## config.mk

```make
export PLATFORM = sky130hd
export DESIGN_NAME = ssiq_cell
export DESIGN_NICKNAME = d
export VERILOG_FILES = /design/src/rtl/ssiq_pkg.sv /design/src/rtl/ssiq_cell.sv
export SDC_FILE = /design/constraint.sdc
export NUM_CORES = 1
export LEC_CHECK = 0
export BUFFER_PORTS_ARGS = -buffer_cell sky130_fd_sc_hd__buf_4
export CAP_MARGIN = 40
export CORE_AREA = 2 2 168 170
export DETAILED_ROUTE_END_ITERATION = 6
export DIE_AREA = 0 0 170 172
export GPL_TIMING_DRIVEN = 0
export PLACE_DENSITY_LB_ADDON = 0.12
export SLEW_MARGIN = 20
export SYNTH_ARGS = -nofsm -noshare
export SYNTH_HDL_FRONTEND = slang
export SYNTH_SLANG_ARGS = --single-unit
```

## constraint.sdc

```tcl
create_clock -name clk -period 5.5 [get_ports clk]
set_input_delay 0.275 -clock clk [delete_from_list [all_inputs] [get_ports clk]]
set_output_delay 0.275 -clock clk [all_outputs]
set_load 0.02 [all_outputs]
```

## src/rtl/ssiq_pkg.sv

```systemverilog
// Shared types and constants for the stable sorted insert queue.
// Holds the command/response payload structs, entry and cell control structs.
// No dependencies.
package ssiq_pkg;

    localparam int CAPACITY = 512;
    localparam int CNT_W    = $clog2(CAPACITY + 1);

    localparam logic [1:0] CMD_ADD   = 2'd0;
    localparam logic [1:0] CMD_POP   = 2'd1;
    localparam logic [1:0] CMD_CLEAR = 2'd2;

    localparam logic [1:0] STAT_OK      = 2'd0;
    localparam logic [1:0] STAT_FULL    = 2'd1;
    localparam logic [1:0] STAT_EMPTY   = 2'd2;
    localparam logic [1:0] STAT_CLEARED = 2'd3;

    typedef struct packed {
        logic [1:0]         command;
        logic signed [31:0] sort_key;
        logic [15:0]        sprite_ref;
        logic signed [15:0] pos_x;
        logic signed [15:0] pos_y;
        logic signed [15:0] depth_z;
        logic signed [7:0]  brightness;
        logic [2:0]         effect;
    } cmd_t;

    typedef struct packed {
        logic [1:0]         status;
        logic               last;
        logic signed [31:0] out_sort_key;
        logic [15:0]        out_sprite_ref;
        logic signed [15:0] out_pos_x;
        logic signed [15:0] out_pos_y;
        logic signed [15:0] out_depth_z;
        logic signed [7:0]  out_brightness;
        logic [2:0]         out_effect;
    } rsp_t;

    typedef struct packed {
        logic signed [31:0] key;
        logic [15:0]        sprite;
        logic signed [15:0] x;
        logic signed [15:0] y;
        logic signed [15:0] z;
        logic signed [7:0]  bright;
        logic [2:0]         effect;
    } entry_t;

    // broadcast to every cell
    typedef struct packed {
        logic   ins;
        logic   pop;
        entry_t ent;
    } cell_ctl_t;

endpackage

```

## src/rtl/ssiq_cell.sv

```systemverilog
// One slot of the sorted chain: holds an entry, compares against the broadcast key.
// Shifts right on insert past the insertion point, left on pop. Uses ssiq_pkg.
module ssiq_cell (
    input  logic                clk,
    input  ssiq_pkg::cell_ctl_t ctl,
    input  logic                occupied,
    input  logic                left_after,
    input  ssiq_pkg::entry_t    left_ent,
    input  ssiq_pkg::entry_t    right_ent,
    output ssiq_pkg::entry_t    ent,
    output logic                after
);

    ssiq_pkg::entry_t ent_reg;
    ssiq_pkg::entry_t ent_next;

    // at or beyond the insertion point: free slot, or stored key strictly larger
    assign after = !occupied || (ent_reg.key > ctl.ent.key);
    assign ent   = ent_reg;

    always_comb
    begin
        ent_next = ent_reg;
        if (ctl.ins && after)
        begin
            ent_next = left_after ? left_ent : ctl.ent;
        end
        else if (ctl.pop)
        begin
            ent_next = right_ent;
        end
    end

    always_ff @(posedge clk)
    begin
        ent_reg <= ent_next;
    end

endmodule

```

Word-level counts from Yosys, hierarchy flattened
Cells that the tools add are included.
{"block": "totals", "register_bits": 107, "out_inout_bits": 108, "word_cells": 15}
{"block": "op_classes", "n_lt_le_gt_ge": 1, "mux": 3, "reduce_logical": 4}
{"op": "107-bit 2-to-1 mux", "n": 3}
{"op": "32-bit greater-than comparator", "n": 1}
{"op": "2-bit nonzero test", "n": 1}
{"op": "1-bit logical AND", "n": 1}
{"op": "1-bit logical NOT", "n": 1}
{"op": "1-bit logical OR", "n": 1}

Depth between registers and ports, before layout
Gate-level depths: netlist of run 1.
{"block": "depth", "ltp_word": 4, "depth_mapped": 11}

Least setup slack after synthesis of run 1
Ideal clock, no wire load.
{"block": "synth_timing", "path_kind": "register -> register", "from": "register ent_reg, in the netlist ent[106]", "to": "register ent_reg, in the netlist ent[0] (enable)", "setup_ns": 0.473, "arrival_ns": 4.986, "required_ns": 5.027, "setup_slack_ns": 0.041, "stages_incl_launch_ff": 11, "synth_period_minus_slack_ns": 5.459, "path_cell_list": "edfxtp_1 ha_1 nand4_2 nor2_1 a221o_1 a211o_1 or4b_1 nand3_2 buf_6 buf_8 or2_1"}
{"block": "synth_via", "elab_chain_cells": 4}
{"element": "from (decl)", "line_no": "ssiq_cell.sv:14", "rtl": "ssiq_pkg::entry_t ent_reg;"}
{"element": "from (signal assigned)", "line_no": "ssiq_cell.sv:36", "rtl": "ent_reg <= ent_next;"}
{"element": "32-bit greater-than comparator", "line_no": "ssiq_cell.sv:18", "rtl": "assign after = !occupied || (ent_reg.key > ctl.ent.key);"}
{"element": "1-bit logical OR", "line_no": "ssiq_cell.sv:18"}
{"element": "1-bit logical AND", "line_no": "ssiq_cell.sv:24", "rtl": "if (ctl.ins && after)"}
{"element": "2-bit nonzero test (no source line)"}
Every way passes these cells.
A chain may end at the register's enable or synchronous reset.

Worst setup path in the final report of run 1
{"block": "layout_timing", "from": "register ent_reg, in the netlist ent[106]", "to": "register ent_reg, in the netlist ent[70] (enable)"}
The elaborated chain is that of the path after synthesis.

==> impl_metrics.json, run 1 <==
{
  "synth.top_cell.area_share_pct": 48.2,
  "worstMarginPinSlew_ns": 0.652,
  "slew_viol_final": 0,
  "ys_seq_elements": 107,
  "fmax_mhz": 253,
  "ctsResizeCount": 0,
  "tns_ns": 0,
  "grtUsageTotal_pct": 16.6,
  "start_util_pct": 24.3,
  "synth_ff_type": "edfxtp_1",
  "syn_inst": 501,
  "p_sw_share_pct": 33.4,
  "p_leak_uw": 0.00485,
  "cts-buffers-inserted": 9,
  "hp-class": "primary input to flip-flop",
  "synth_area_sq_um": 6670,
  "cts_sinks": 107,
  "critical_path_class": "flip-flop to flip-flop",
  "async_flop_share_pct": 0,
  "clockBufferDepth": 2,
  "hold_violations": 0,
  "final-setup-viol-count": 0,
  "comb_power_share_pct": 41.7,
  "port_buffers": 432,
  "postCtsHoldBufs": 0,
  "synth_area_per_cell_sq_um": 13.3,
  "synth_common_cells": "164 x mux2_2, 107 x edfxtp_1, 36 x nand2_1",
  "die-area_sq_um": 29200,
  "ys_seq_area_share_pct": 48.2,
  "p_int_uw": 2130,
  "drtIter0Drc": 284,
  "grt_pass1_vias": 6079,
  "drtAntennaViolNets": 0,
  "rows": 61,
  "largest_reg_flops": 107,
  "path_clk_slew_ns": 0.09,
  "die_w_microns": 170,
  "finalInstanceArea_sq_um": 10700,
  "fin_crit_sh_pct": 71.8,
  "area_delta_synth_final_pct": 60.5,
  "finalNetCount": 1305,
  "drc": 0,
  "dr.pass1.iters": 4,
  "synth.net_count": 859,
  "p_per_area_nw_per_um2": 299,
  "gp_congestion": 0.774,
  "drive_above_1_share_pct": 68.2,
  "diodes": 0,
  "die_h_microns": 172,
  "grt_overflow": 0,
  "dpl.hpwl_microns": 20400,
  "slowest_delay_ns": 0.50,
  "grt_max_degree": 48,
  "min_period_ns": 3.95,
  "outcome": "completed",
  "fillers": 2763,
  "grt_pass1_wl_microns": 36100,
  "cts_tree": "yes",
  "seq_area_sq_um": 3210,
  "cp_data_required_time_ns": 5.53,
  "dpl_cell_area_sq_um": 10400,
  "ys_types": 36,
  "path_cells": "ha_1 -> nand4_2 -> nor2_1 -> a221o_1 -> a211o_1 -> or4b_1 -> nand3_2 -> buf_6 -> buf_8 -> or2_4 -> buf_16",
  "via_count": 5724,
  "cts.htree.levels": 3,
  "drv_cap": 0,
  "slowest_stage": "or4b_1",
  "root_buffer": "clkbuf_16",
  "vias_per_cell": 4.41,
  "switchingPower_uw": 1070,
  "num_io_pins": 434,
  "clock_skew_ns": 0.0170,
  "synth_most_common_cell": "mux2_2",
  "post_cts_buffers": 0,
  "synthesis.yosys.warnings": 0,
  "wl_per_cell_microns": 19.4,
  "relSlewSlack_pct": 56.5,
  "synthTopCellsByArea": "edfxtp_1 48%, mux2_2 28%, ha_1 6.0%, mux2_4 4.3%, o21ai_0 2.6%",
  "power_uw": 3200,
  "antenna_found_initial": 0,
  "critPathCaptureType": "flip-flop",
  "worstSkewPairLatency_ns": 0.36,
  "worstPathMaxFanout": 45,
  "critPathArrivalTime_ns": 3.98,
  "ir_worst_vdd_mv": 0.168,
  "routed_wl_microns": 25100,
  "seq_power_share_pct": 37.3,
  "multi_input_area_sq_um": 3180,
  "core_sq_um": 27500,
  "synth_edf_count": 107,
  "clkPwrFrac_pct": 21.0,
  "rsz0062_at_grt": "no",
  "yosysTopAreaCell": "edfxtp_1",
  "start_kind": "flip-flop"
}
## worst max-delay path, delay by kind of cell (launching register included)
| kind | cells | cell delay, ns |
|---|---|---|
| simple gates | 5 | 1.42 |
| buf+inv | 3 | 0.69 |
| compound gates | 2 | 0.64 |
| flops | 1 | 0.41 |
| fa+ha+maj | 1 | 0.40 |
## routing by layer
metal	vias to the layer above	GRT usage, %	part of all wire (%)
li1	2766	-	-
met1	2681	18.2	37
met2	259	30.8	53
met4	0	3.94	1.3
met3	18	5.70	9.3
met5	-	0	0
## metrics by stage
| stage | instances | hold slack (ns) | util (%) | setup slack, ns |
|---|---|---|---|---|
| floorplan | 501 | 0.493 | - | 0.0415 |
| global placement | 1279 | 0.577 | 37.6 | -1.92 |
| detailed placement | 1282 | 0.580 | 37.9 | 1.52 |
| CTS | 1298 | 0.185 | 38.9 | 1.50 |
| global route | 1298 | 0.190 | 38.9 | 1.38 |
| finish | 1298 | 0.209 | 38.9 | 1.55 |
## kinds of logic (layout without fill, tap and decap cells)
group,after synthesis,in the layout,share of synthesized area (%)
and+or+nand+nor,63,63,4.64
buffers and inverters,58,509,4.17
DFF,107,107,48.2
adders and majority gates,32,32,6.01
muxes,183,183,32.0
AOI/OAI and AO/OA,57,57,4.88
xor gates and xnor gates,1,1,0.131
## cells in the final DEF, fill, tap and decap left out, types with 2 or more instances in the layout
cell type	Yosys	routed
buf_4	8	440
mux2_2	164	164
edfxtp_1	107	107
nand2_1	36	36
o21ai_0	34	34
inv_1	32	32
ha_1	32	32
mux2_4	19	19
clkbuf_1	14	15
a21oi_1	11	11
clkbuf_16	0	9
nand4_1	5	5
nor3_1	5	5
nand3_1	5	5
nor2b_1	3	3
nor2_1	2	2
a21o_1	2	2
o311a_1	2	2
buf_6	1	2
buf_8	2	2
inv_6	0	2
inv_8	0	2
buf_16	0	2
## cell type report
class | instances | area share, %
multi-input cells | 336 | 29.7
clock buffers | 10 | 2.14
well taps | 346 | 4.05
clock inverters | 6 | 0.526
plain buffers | 26 | 1.47
inverters | 32 | 1.12
flip-flops and latches | 107 | 30.0
repair buffers | 435 | 30.9
## power groups by stage
| stage | Combinational [uW] | Sequential (uW) | Clock [uW] |
|---|---|---|---|
| after detailed placement | 1360 | 1210 | 0 |
| after global routing | 1440 | 1210 | 723 |
| after floorplan | 509 | 1440 | 0 |
| after CTS | 1360 | 1200 | 706 |
| final | 1340 | 1200 | 672 |
| after global placement | 1340 | 1230 | 0 |
## final timing paths
kind         cells after the start        to           from  slack [ns]
max                             11   ent[70]       ent[106]        1.55
max reg2reg                     11   ent[70]       ent[106]        1.55
min                              2   ent[54]  right_ent[54]        0.21
min reg2reg                      6  ent[106]        ent[90]        1.55
Note: power is estimated with default switching activity, not from simulation.
==> inputs of run 2 (changes only) <==
==> constraint.sdc (replaced) <==
create_clock -name clk -period 3.5 [get_ports clk]
set_input_delay 0.175 -clock clk [delete_from_list [all_inputs] [get_ports clk]]
set_output_delay 0.175 -clock clk [all_outputs]
set_load 0.02 [all_outputs]
==> impl_metrics.json, run 2 (synthesis results as in run 1) <==
{
  "outcome": "completed",
  "die-area_sq_um": 29200,
  "fin_util_pct": 39.6,
  "grtUsageTotal_pct": 16.7,
  "antenna_found_initial": 0,
  "p_int_uw": 3460,
  "fmax_mhz": 299,
  "path_clk_slew_ns": 0.09,
  "p_sw_share_pct": 32.6,
  "fillers": 2740,
  "die_w_microns": 170,
  "seq_power_share_pct": 36.6,
  "r2r-start": "ent[101]",
  "p_leak_uw": 0.00494,
  "rows": 61,
  "grt_max_degree": 25,
  "critical_path_class": "flip-flop to flip-flop",
  "cp_data_required_time_ns": 3.55,
  "diodes": 0,
  "comb_power_share_pct": 42.4,
  "critPathCaptureType": "flip-flop",
  "clkPwrFrac_pct": 21.1,
  "grt_pass1_wl_microns": 36100,
  "cts-buffers-inserted": 9,
  "critPathArrivalTime_ns": 3.39,
  "largest_reg_flops": 107,
  "routed_wl_microns": 25200,
  "slew_viol_final": 0,
  "switchingPower_uw": 1670,
  "worstSkewPairLatency_ns": 0.35,
  "clockBufferDepth": 2,
  "port_buffers": 432,
  "cts_tree": "yes",
  "gp_congestion": 0.728,
  "final-setup-viol-count": 0,
  "num_io_pins": 434,
  "vias_per_cell": 4.37,
  "start_util_pct": 24.3,
  "die_h_microns": 172,
  "r2r-end": "ent[3]",
  "wl_per_cell_microns": 19.3,
  "clock_skew_ns": 0.0179,
  "rsz0062_at_grt": "no",
  "root_buffer": "clkbuf_16",
  "drv_cap": 0,
  "relSlewSlack_pct": 51.1,
  "grt_pass1_vias": 5924,
  "setup.worst_path.start": "ent[101]",
  "layout_common_cells": "446 x buf_4, 164 x mux2_2, 107 x edfxtp_1",
  "drtIter0Drc": 238,
  "min_period_ns": 3.34,
  "core_sq_um": 27500,
  "dr.pass1.iters": 4,
  "setup.worst_path.end": "ent[3]",
  "finalNetCount": 1313,
  "worstPathMaxFanout": 23,
  "drtAntennaViolNets": 0,
  "dpl.hpwl_microns": 20000,
  "fin_crit_sh_pct": 95.4,
  "via_count": 5697,
  "p_per_area_nw_per_um2": 472,
  "worstMarginPinSlew_ns": 0.734,
  "drive_above_1_share_pct": 68.8,
  "tns_ns": 0,
  "hold_violations": 0,
  "start_kind": "flip-flop",
  "drc": 0,
  "ir_worst_vdd_mv": 0.194,
  "hp-class": "primary input to flip-flop",
  "cts_sinks": 107,
  "cts.htree.levels": 3,
  "rrSetupSlack_ns": 0.16,
  "area_delta_synth_final_pct": 63.2,
  "grt_overflow": 0,
  "ff2ff_path_depth": 11,
  "layout_commonest_cell": "buf_4"
}
-- run 2: worst max-delay path: stages, from the launching register on --
cell and delay (ns):
edfxtp_1 0.42, ha_1 0.31, nand4_1 0.09, buf_4 0.15, nor2_1 0.04, a221o_1 0.31, a211o_1 0.29, or4b_4 0.51
nand3_4 0.12, buf_8 0.21, or2_4 0.21, bufbuf_16 0.33
-- run 2: power groups by stage --
stage / Sequential, uW / Combinational (uW) / Clock (uW)
detailed placement: 1910 / 2150 / 0
global route: 1910 / 2350 / 1170
global placement: 1910 / 2130 / 0
finish: 1880 / 2180 / 1080
CTS: 1880 / 2210 / 1130
floorplan: 2260 / 814 / 0
-- run 2: cell type report --
class / count / area [sq um] / area share, %
Timing Repair Buffer: 444 / 3440 / 31.6
Multi-Input combinational cell: 336 / 3230 / 29.7
Sequential cell: 107 / 3210 / 29.5
Tap cell: 346 / 433 / 3.98
Clock buffer: 9 / 225 / 2.07
Buffer: 25 / 146 / 1.35
Inverter: 32 / 120 / 1.10
Clock inverter: 6 / 73.8 / 0.678
-- run 2: worst min-delay path by stage --
stage / cells past startpoint / slack (ns) / to / startpoint
2_1_floorplan: 1 / 0.39 / ent[87] / right_ent[87]
3_3_place_gp: 2 / 0.48 / ent[98] / right_ent[98]
3_5_place_dp: 2 / 0.48 / ent[94] / right_ent[94]
4_1_cts: 2 / 0.1 / ent[87] / right_ent[87]
5_1_grt: 2 / 0.1 / ent[87] / right_ent[87]
6_report: 2 / 0.12 / ent[87] / right_ent[87]
-- run 2: through the flow --
stage / hold WS (ns) / setup slack [ns] / cells / instance area [sq um] / total power [uW]
finish: 0.118 / 0.159 / 1305 / 10900 / 5130
global route: 0.0973 / 0.0210 / 1305 / 10900 / 5430
CTS: 0.0998 / -0.00889 / 1304 / 10900 / 5220
detailed placement: 0.480 / -0.300 / 1282 / 10500 / 4060
global placement: 0.478 / -1.04 / 1279 / 10400 / 4040
floorplan: 0.393 / -0.269 / 501 / 6710 / 3070
-- run 2: repair_timing --
item                                    CTS  global route
hold buffers                              0             0
buffers inserted                          5             2
resized for setup                         1             3
endpoints found under the setup margin   93            95
pin swaps                                 2             3
gates cloned                              2             0
-- run 2: metal layers --
metal,part of all wire (%),track usage [%]
met1,39,19.4
met4,0.47,2.56
met5,0,0
met2,52,30.3
met3,9.2,5.75
==> inputs of run 3 (changes only) <==
--- a/config.mk
+++ b/config.mk
@@ -16,3 +16,4 @@
 export SYNTH_ARGS = -nofsm -noshare
 export SYNTH_HDL_FRONTEND = slang
 export SYNTH_SLANG_ARGS = --single-unit
+export TNS_END_PERCENT = 20
==> constraint.sdc (replaced) <==
create_clock -name clk -period 3.5 [get_ports clk]
set_input_delay 0.175 -clock clk [delete_from_list [all_inputs] [get_ports clk]]
set_output_delay 0.175 -clock clk [all_outputs]
set_load 0.05 [all_outputs]
==> impl_metrics.json, run 3 (synthesis results as in run 1) <==
{
  "cts.htree.levels": 3,
  "worstMarginPinSlew_ns": 0.757,
  "routed_wl_microns": 25300,
  "hold_violations": 0,
  "p_leak_uw": 0.00491,
  "cts_sinks": 107,
  "grt_max_degree": 49,
  "drv_cap": 0,
  "vias_per_cell": 4.39,
  "worst_slack_ns": 0.165,
  "worst-path-buf-inv": 3,
  "cts-buffers-inserted": 9,
  "hp-class": "primary input to flip-flop",
  "final-setup-viol-count": 0,
  "start_util_pct": 24.3,
  "dp_slack_ns": -0.288,
  "slew_viol_final": 0,
  "clock_skew_ns": 0.0213,
  "die_h_microns": 172,
  "largest_reg_flops": 107,
  "port_buffers": 432,
  "min_period_ns": 3.33,
  "postCtsHoldBufs": 0,
  "core_sq_um": 27500,
  "cts_tree": "yes",
  "ir_worst_vdd_mv": 0.261,
  "grt-busiest-layer": "met2",
  "dpl.hpwl_microns": 20300,
  "grtUsageTotal_pct": 16.6,
  "critPathCaptureType": "flip-flop",
  "grt_pass1_vias": 5944,
  "drtAntennaViolNets": 0,
  "crit_family": "simple AND/OR/NAND/NOR gates",
  "diodes": 0,
  "fmax_mhz": 300,
  "critPathArrivalTime_ns": 3.43,
  "worstSkewPairLatency_ns": 0.36,
  "slowest_stage": "edfxtp_1",
  "grt_pass1_wl_microns": 35900,
  "relSlewSlack_pct": 49.5,
  "die_w_microns": 170,
  "path_cells": "ha_4 -> nand4_2 -> nor4_4 -> nand2_1 -> o311a_1 -> a21oi_2 -> nand3_4 -> buf_12 -> or2_4 -> buf_4 -> buf_16",
  "wl_per_cell_microns": 19.4,
  "dr.pass1.iters": 4,
  "critical_path_class": "flip-flop to flip-flop",
  "clockBufferDepth": 2,
  "start_kind": "flip-flop",
  "grt_use_met1_pct": 18.3,
  "grt_use_met3_pct": 6.20,
  "rsz0062_at_grt": "no",
  "fin_crit_sh_pct": 95.3,
  "area_delta_synth_final_pct": 62.4,
  "path_clk_slew_ns": 0.09,
  "layout_commonest_cell": "buf_4",
  "drive_above_1_share_pct": 68.7,
  "tns_ns": 0,
  "gp_congestion": 0.730,
  "num_io_pins": 434,
  "dpl_cell_area_sq_um": 10400,
  "fin_util_pct": 39.4,
  "grt_overflow": 0,
  "outcome": "completed",
  "via_count": 5728,
  "die-area_sq_um": 29200,
  "rows": 61,
  "cp_data_required_time_ns": 3.60,
  "slowest_delay_ns": 0.43,
  "p_per_area_nw_per_um2": 526,
  "antenna_found_initial": 0,
  "drtIter0Drc": 218,
  "layout_common_cells": "444 x buf_4, 164 x mux2_2, 107 x edfxtp_1",
  "drc": 0,
  "finalInstanceArea_sq_um": 10800,
  "root_buffer": "clkbuf_16",
  "worstPathMaxFanout": 23,
  "grtUsageMet2_pct": 30.2,
  "finalNetCount": 1311
}
[run 3: changes by cell type in the layout (fill, tap and decap cells not counted), sizes merged]
cell / before / now
bufbuf: 1 / 0
clkinv: 1 / 2
buf: 454 / 453
inv: 34 / 35
clkinvlp: 2 / 1
bufinv: 1 / 0
clkbuf: 23 / 24
[run 3: worst paths after layout]
check | startpoint | end | slack, ns | depth (start not counted)
setup reg to reg | ent[106] | ent[59] | 0.17 | 11
setup / recovery | ent[106] | ent[59] | 0.17 | 11
hold reg to reg | ent[106] | ent[99] | 1.30 | 5
hold / removal | right_ent[22] | ent[22] | 0.11 | 2
[run 3: layout make-up]
type                    instances  area, sq um
fillers                      2789        16700
well taps                     346          433
clock buffers                  10          229
inverters                      32          120
clock inverters                 6         56.3
flip-flops and latches        107         3210
repair buffers                442         3390
multi-input cells             336         3220
plain buffers                  25          155
[run 3: where the power goes]
part           switching [uW]  internal, uW  total [uW]
combinational            1660          1120        2780
clock                     538           501        1040
sequential               98.1          1780        1880
total                    2300          3400        5700
[run 3: what timing repair did]
item | in CTS | in global routing
setup endpoints to repair | 97 | 103
gates cloned | 1 | 0
buffers inserted | 5 | 1
resized for setup | 2 | 3
pin swaps | 2 | 2
[run 3: routing by layer]
| layer | wire length [microns] | up-vias |
|---|---|---|
| met5 | 0 | - |
| met4 | 305 | 0 |
| met3 | 2500 | 17 |
| met2 | 12900 | 243 |
| met1 | 9540 | 2679 |
| li1 | - | 2789 |
[run 3: metrics by stage]
| stage | hold WS, ns | power (uW) | cells |
|---|---|---|---|
| after floorplan | 0.393 | 3680 | 501 |
| after global placement | 0.478 | 4660 | 1279 |
| after detailed placement | 0.481 | 4680 | 1282 |
| after CTS | 0.0955 | 5780 | 1304 |
| after global routing | 0.0937 | 5980 | 1304 |
| final | 0.110 | 5700 | 1304 |
